### src/wec_pkg.sv
// Shared types and constants for the wealth exchange step core
package wec_pkg;

   localparam int INDEX_BITS = 10;
   localparam int FRAC_BITS = 20;
   localparam int A_BITS = 16;
   localparam int LOG_FRAC = 16;
   localparam int LOG_W = 22;
   localparam int X_W = 41;
   localparam int CSR_ADDR_W = 3;
   localparam logic CSR_REG_EXPONENT = 1'b0;
   localparam logic [A_BITS-1:0] EXPONENT_RESET = 16'd4096;

   typedef struct packed {
      logic accept;
      logic rd_u;
      logic rd_v;
      logic get_v;
      logic check;
      logic log_start;
      logic log_sel_e;
      logic x_calc;
      logic mul_lo;
      logic mul_hi;
      logic new_w;
      logic wr_u;
      logic wr_v;
      logic clr_wr;
      logic out_load;
   } wec_cmd_type;

   typedef struct packed {
      logic clear_last;
      logic do_exch;
      logic equal;
      logic log_done;
      logic x_nonneg;
      logic e_zero;
      logic le_lt_x;
   } wec_status_type;

endpackage

### src/wec_ctrl.sv
// Controller state machine sequencing memory access, log2 steps and the split
module wec_ctrl import wec_pkg::*; (
   input  logic           clock,
   input  logic           reset,
   input  logic           req_valid,
   output logic           req_ready,
   output logic           rsp_valid,
   input  logic           rsp_ready,
   input  wec_status_type status,
   output wec_cmd_type    cmd
);

   typedef enum logic [16:0] {
      S_CLEAR   = 17'b00000000000000001,
      S_IDLE    = 17'b00000000000000010,
      S_RD_U    = 17'b00000000000000100,
      S_RD_V    = 17'b00000000000001000,
      S_GET_V   = 17'b00000000000010000,
      S_CHECK   = 17'b00000000000100000,
      S_LOG_D   = 17'b00000000001000000,
      S_X       = 17'b00000000010000000,
      S_X_CHECK = 17'b00000000100000000,
      S_LOG_E   = 17'b00000001000000000,
      S_E_CHECK = 17'b00000010000000000,
      S_MUL_LO  = 17'b00000100000000000,
      S_MUL_HI  = 17'b00001000000000000,
      S_NEW     = 17'b00010000000000000,
      S_WR_U    = 17'b00100000000000000,
      S_WR_V    = 17'b01000000000000000,
      S_OUT     = 17'b10000000000000000
   } ctrl_state_type;

   ctrl_state_type state_ff, state_in;
   logic           rsp_valid_ff, rsp_valid_in;

   always_comb begin
      state_in = state_ff;
      cmd = '0;
      rsp_valid_in = rsp_valid_ff & ~rsp_ready;
      unique case (state_ff)
         S_CLEAR: begin
            cmd.clr_wr = 1'b1;
            if (status.clear_last) begin
               state_in = S_IDLE;
            end
         end
         S_IDLE: begin
            if (req_valid) begin
               cmd.accept = 1'b1;
               state_in = S_RD_U;
            end
         end
         S_RD_U: begin
            cmd.rd_u = 1'b1;
            state_in = S_RD_V;
         end
         S_RD_V: begin
            cmd.rd_v = 1'b1;
            state_in = S_GET_V;
         end
         S_GET_V: begin
            cmd.get_v = 1'b1;
            state_in = S_CHECK;
         end
         S_CHECK: begin
            cmd.check = 1'b1;
            priority if (!status.do_exch) begin
               state_in = S_OUT;
            end else if (status.equal) begin
               state_in = S_MUL_LO;
            end else begin
               cmd.log_start = 1'b1;
               state_in = S_LOG_D;
            end
         end
         S_LOG_D: begin
            if (status.log_done) begin
               state_in = S_X;
            end
         end
         S_X: begin
            cmd.x_calc = 1'b1;
            state_in = S_X_CHECK;
         end
         S_X_CHECK: begin
            if (status.x_nonneg || status.e_zero) begin
               state_in = S_MUL_LO;
            end else begin
               cmd.log_start = 1'b1;
               cmd.log_sel_e = 1'b1;
               state_in = S_LOG_E;
            end
         end
         S_LOG_E: begin
            if (status.log_done) begin
               state_in = S_E_CHECK;
            end
         end
         S_E_CHECK: begin
            state_in = status.le_lt_x ? S_MUL_LO : S_OUT;
         end
         S_MUL_LO: begin
            cmd.mul_lo = 1'b1;
            state_in = S_MUL_HI;
         end
         S_MUL_HI: begin
            cmd.mul_hi = 1'b1;
            state_in = S_NEW;
         end
         S_NEW: begin
            cmd.new_w = 1'b1;
            state_in = S_WR_U;
         end
         S_WR_U: begin
            cmd.wr_u = 1'b1;
            state_in = S_WR_V;
         end
         S_WR_V: begin
            cmd.wr_v = 1'b1;
            state_in = S_OUT;
         end
         S_OUT: begin
            if (!rsp_valid_ff || rsp_ready) begin
               cmd.out_load = 1'b1;
               rsp_valid_in = 1'b1;
               state_in = S_IDLE;
            end
         end
         default: state_in = S_IDLE;
      endcase
   end

   always_ff @(posedge clock) begin
      if (reset) begin
         state_ff <= S_CLEAR;
         rsp_valid_ff <= 1'b0;
      end else begin
         state_ff <= state_in;
         rsp_valid_ff <= rsp_valid_in;
      end
   end

   assign req_ready = (state_ff == S_IDLE);
   assign rsp_valid = rsp_valid_ff;

endmodule
### config.mk
export PLATFORM = sky130hd
export DESIGN_NAME = wec_ctrl
export DESIGN_NICKNAME = d
export VERILOG_FILES = /design/src/wec_pkg.sv /design/src/wec_ctrl.sv
export SDC_FILE = /design/constraint.sdc
export NUM_CORES = 1
export LEC_CHECK = 0
export BUFFER_PORTS_ARGS = -buffer_cell sky130_fd_sc_hd__buf_2
export CAP_MARGIN = 15
export CELL_PAD_IN_SITES_DETAIL_PLACEMENT = 1
export CELL_PAD_IN_SITES_GLOBAL_PLACEMENT = 1
export CORE_ASPECT_RATIO = 1.4
export CORE_MARGIN = 2
export CORE_UTILIZATION = 35
export DETAILED_ROUTE_END_ITERATION = 6
export GPL_TIMING_DRIVEN = 0
export PLACE_DENSITY = 0.84
export SLEW_MARGIN = 20
export SYNTH_ARGS = -nofsm -noshare
export SYNTH_HDL_FRONTEND = slang
export SYNTH_SLANG_ARGS = --single-unit
### constraint.sdc
create_clock -name clock -period 3.6 [get_ports clock]
set_clock_uncertainty 0.05 [all_clocks]
set_input_delay 0.36 -clock clock [delete_from_list [all_inputs] [get_ports clock]]
set_output_delay 0.36 -clock clock [all_outputs]
set_load 0.005 [all_outputs]
==> out/qor_table.md <==
| Item | This run |
|---|---|
| Placed Cells | 215 |
| Number of nets with antenna violations after routing | 0 |
| Routed vias/inst | 5.845 |
| Clock tree from TritonCTS | yes |
| Pins Over Slew Limit | 0 |
| Max Root-Sink Buffers | 2 |
| Clock network fraction of design power | 38.7% |
| Number of setup buffers added after CTS | 0 |
| Wirelength, routed | 3.777 mm |
| Inserted Clock Buffers | 3 |
| Die area | 3774 um^2 |
| Run status | finished, final reports clean |
| Syn Std Cell Area | 1152 um^2 |
| Maximum resistive drop on vdd | 0.0001570 V |
| Max-Cap Viols | 0 |
| Post-Syn Instances | 149 |
| FMAX | 327.4 MHz |
| Clock sink count | 18 |
| Hold WC Path Type | in -> reg |
| Count of hold-fix buffers inserted at cts | 0 |
| Data arrival time of the worst path | 2.64 ns |
| Leading post-synthesis cells by cell area | sky130_fd_sc_hd__dfxtp_1, sky130_fd_sc_hd__nor3_1, sky130_fd_sc_hd__nor2_1, sky130_fd_sc_hd__nand2_1, sky130_fd_sc_hd__nand2b_1 |
| GR Util All Layers | 21.92% |
| Comb pwr share | 13.8% |
| Category of the worst setup path capture point | output port |
| Total count of hold-check failures in the final report | 0 |
| Top cell type's share of synthesized area | 31.27% |
| Post-layout instance count excluding filler cells | 219 |
| Starting density of the core | 36.90% |
| Ant. Diodes | 0 |
| Post-synth cell types | 42 |
| H-tree levels | 1 |
| Reg power frac | 47.5% |
| Fin nets | 192 |
| Initial antenna violation count | 0 |
| Congestion Overflow GR | 0 |
| Crit path required time | 3.19 ns |
| CP Max Fanout | 6 |
| Worst-skew pair later-pin latency | 0.25 ns |
| Post-synthesis sequential element count | 18 |
| Number of synthesis warnings | 0 |
| Synthesized netlist net count | 160 |
| Total negative setup slack | 0 ns |
| Average wire per standard cell | 17.25 um |
| Slew HR | 36.02% |
| Detailed-route via count | 1280 |
| Post-synthesis to final-layout area growth | 20.74% |
| Final setup violating endpoints | 0 |
| HPWL Detailed | 2.849 mm |
| Static power due to leakage | 0.5893 nW |
| Number of instances resized during post-cts repair | 0 |
| Number of cell rows | 24 |
| Net Sw Frac | 25.78% |
| Startpoint Class | register |
| Min Tclk post-route | 3.054 ns |
| Pin count of the biggest net entering global routing | 11 |
| Chip Height | 71.89 um |
| Number of DRC violations after detailed routing | 0 |
| RSZ-0062 raised after global routing | no |
| Net switching power figure | 0.1115 mW |
| Number of I/O port buffers | 27 |
| Clock tree root buffer cell | sky130_fd_sc_hd__clkbuf_8 |
| First-pass GRT wire length | 6.320 mm |
| I/O pin total | 28 |
| Cell-internal power | 0.3211 mW |
| Pwr Density | 310.9 nW/um^2 |
| Share of the yosys chip area belonging to registers | 31.27% |
| Post-synthesis area per instance | 7.734 um^2 |
| Detailed Routing Iterations Pass 1 | 4 |
| Category of the most critical setup path | reg -> out |
| Share of the cycle needed by the critical path after routing | 84.83% |
| Clock transition at path regs | 0.07 ns |
| Number of fill cells | 411 |
| Actual transition at the worst max-transition pin | 0.9510 ns |
| Post-synth top area cell | sky130_fd_sc_hd__dfxtp_1 |
| Placer Congestion | 0.8287 |
| Fraction of layout instances using a drive strength above 1 | 24.44% |
| DRT iter0 DRCs | 30 |
| Core region area | 3123 um^2 |
| Die width | 52.50 um |
| Number of global-route vias before repair | 1399 |
## cell usage after synthesis
cell                         n
sky130_fd_sc_hd__nor2_1     19
sky130_fd_sc_hd__dfxtp_1    18
sky130_fd_sc_hd__nor3_1     18
sky130_fd_sc_hd__nand2_1    16
sky130_fd_sc_hd__nand2b_1    8
sky130_fd_sc_hd__nor4_1      6
sky130_fd_sc_hd__a21oi_1     4
sky130_fd_sc_hd__inv_1       4
sky130_fd_sc_hd__and2_1      3
sky130_fd_sc_hd__and3_1      3
sky130_fd_sc_hd__clkbuf_1    3
sky130_fd_sc_hd__nand3_1     3
sky130_fd_sc_hd__or4b_2      3
sky130_fd_sc_hd__a2111oi_0   2
sky130_fd_sc_hd__and4_1      2
sky130_fd_sc_hd__buf_6       2
sky130_fd_sc_hd__nand4_1     2
sky130_fd_sc_hd__nand4b_1    2
sky130_fd_sc_hd__nor2b_1     2
sky130_fd_sc_hd__nor4_2      2
sky130_fd_sc_hd__o41ai_1     2
sky130_fd_sc_hd__or2_2       2
sky130_fd_sc_hd__or3_1       2
sky130_fd_sc_hd__or4_1       2
sky130_fd_sc_hd__xnor2_1     2
sky130_fd_sc_hd__a211o_1     1
sky130_fd_sc_hd__a211oi_1    1
sky130_fd_sc_hd__a211oi_4    1
sky130_fd_sc_hd__a21boi_0    1
sky130_fd_sc_hd__a21o_1      1
sky130_fd_sc_hd__a311o_2     1
sky130_fd_sc_hd__a311oi_1    1
sky130_fd_sc_hd__a32oi_1     1
sky130_fd_sc_hd__buf_2       1
sky130_fd_sc_hd__nand3b_1    1
sky130_fd_sc_hd__o22ai_1     1
sky130_fd_sc_hd__o311ai_0    1
sky130_fd_sc_hd__o31ai_1     1
sky130_fd_sc_hd__o41a_1      1
sky130_fd_sc_hd__or2b_1      1
sky130_fd_sc_hd__or4_4       1
sky130_fd_sc_hd__xor2_1      1
## flip-flops by register name, summed over array words and instances (netlist names)
signal,count
rsp_valid,1
state_ff,17
## power by group through the flow
stage                     Sequential [mW]  Combinational, mW  Clock, mW
after CTS                           0.205             0.0593      0.170
after floorplan                     0.209             0.0372          0
final                               0.206             0.0597      0.167
after global routing                0.206             0.0660      0.180
after global placement              0.210             0.0544          0
after detailed placement            0.210             0.0575          0
## cell families after synthesis
family	Yosys count	synth area share, %
compound gates	20	14.66
buf+inv	10	4.668
xor+xnor	3	2.281
simple gates	98	47.12
flops	18	31.27
## cell usage in the layout, fill, tap and decap left out, drive strengths merged, types with 4 or more instances in the layout
cell type,Yosys,layout
dfxtp,18,18
a21oi,4,4
clkbuf,3,7
buf,3,30
nand2,16,16
inv,4,4
nor2,19,19
nor4,8,8
nand2b,8,8
nor3,18,18
## stage by stage
stage / area (um^2) / hold slack, ns / power (mW) / setup slack (ns) / utilization, %
3_3_place_gp: 1336 / 0.4616 / 0.2643 / 0.9790 / 42.79
2_1_floorplan: 1152 / 0.3893 / 0.2462 / 1.296 / -
6_report: 1391 / 0.3083 / 0.4326 / 0.5460 / 44.55
3_5_place_dp: 1336 / 0.4783 / 0.2677 / 0.8665 / 42.79
4_1_cts: 1391 / 0.3052 / 0.4347 / 0.5013 / 44.55
5_1_grt: 1391 / 0.3085 / 0.4522 / 0.2571 / 44.55
## area by class of cell
type / instances / area [um^2] / share of cell area, %
buffer: 6 / 38.79 / 2.788
clock buffer: 4 / 55.05 / 3.957
inverter: 4 / 15.01 / 1.079
multi-input combinational: 121 / 738.2 / 53.06
sequential: 18 / 360.3 / 25.90
tap: 39 / 48.80 / 3.507
timing repair buffer: 27 / 135.1 / 9.712
## worst max-delay path, cell delays in order, from the launching register on
cell,delay [ns]
sky130_fd_sc_hd__dfxtp_1,0.35
sky130_fd_sc_hd__nor4_1,0.84
sky130_fd_sc_hd__nand3_1,0.26
sky130_fd_sc_hd__nor4_1,0.48
sky130_fd_sc_hd__nand4b_1,0.24
sky130_fd_sc_hd__nand2_1,0.11
sky130_fd_sc_hd__buf_2,0.11
## layer usage
| metal | vias up | part of all wire (%) | track usage, % |
|---|---|---|---|
| li1 | 617 | - | - |
| met1 | 610 | 37 | 22.93 |
| met2 | 41 | 55 | 41.67 |
| met3 | 12 | 3.9 | 2.469 |
| met4 | 0 | 3.4 | 10.26 |
| met5 | - | 0 | 0 |
## worst paths after layout
path | start | to | slack, ns | cells after the start
setup / recovery | state_ff[13] | cmd[9] | 0.55 | 6
hold reg to reg | state_ff[4] | state_ff[5] | 0.49 | 2
hold / removal | reset | state_ff[13] | 0.31 | 2
setup reg to reg | state_ff[13] | state_ff[10] | 0.95 | 5
Note: power is estimated with default switching activity, not from simulation.
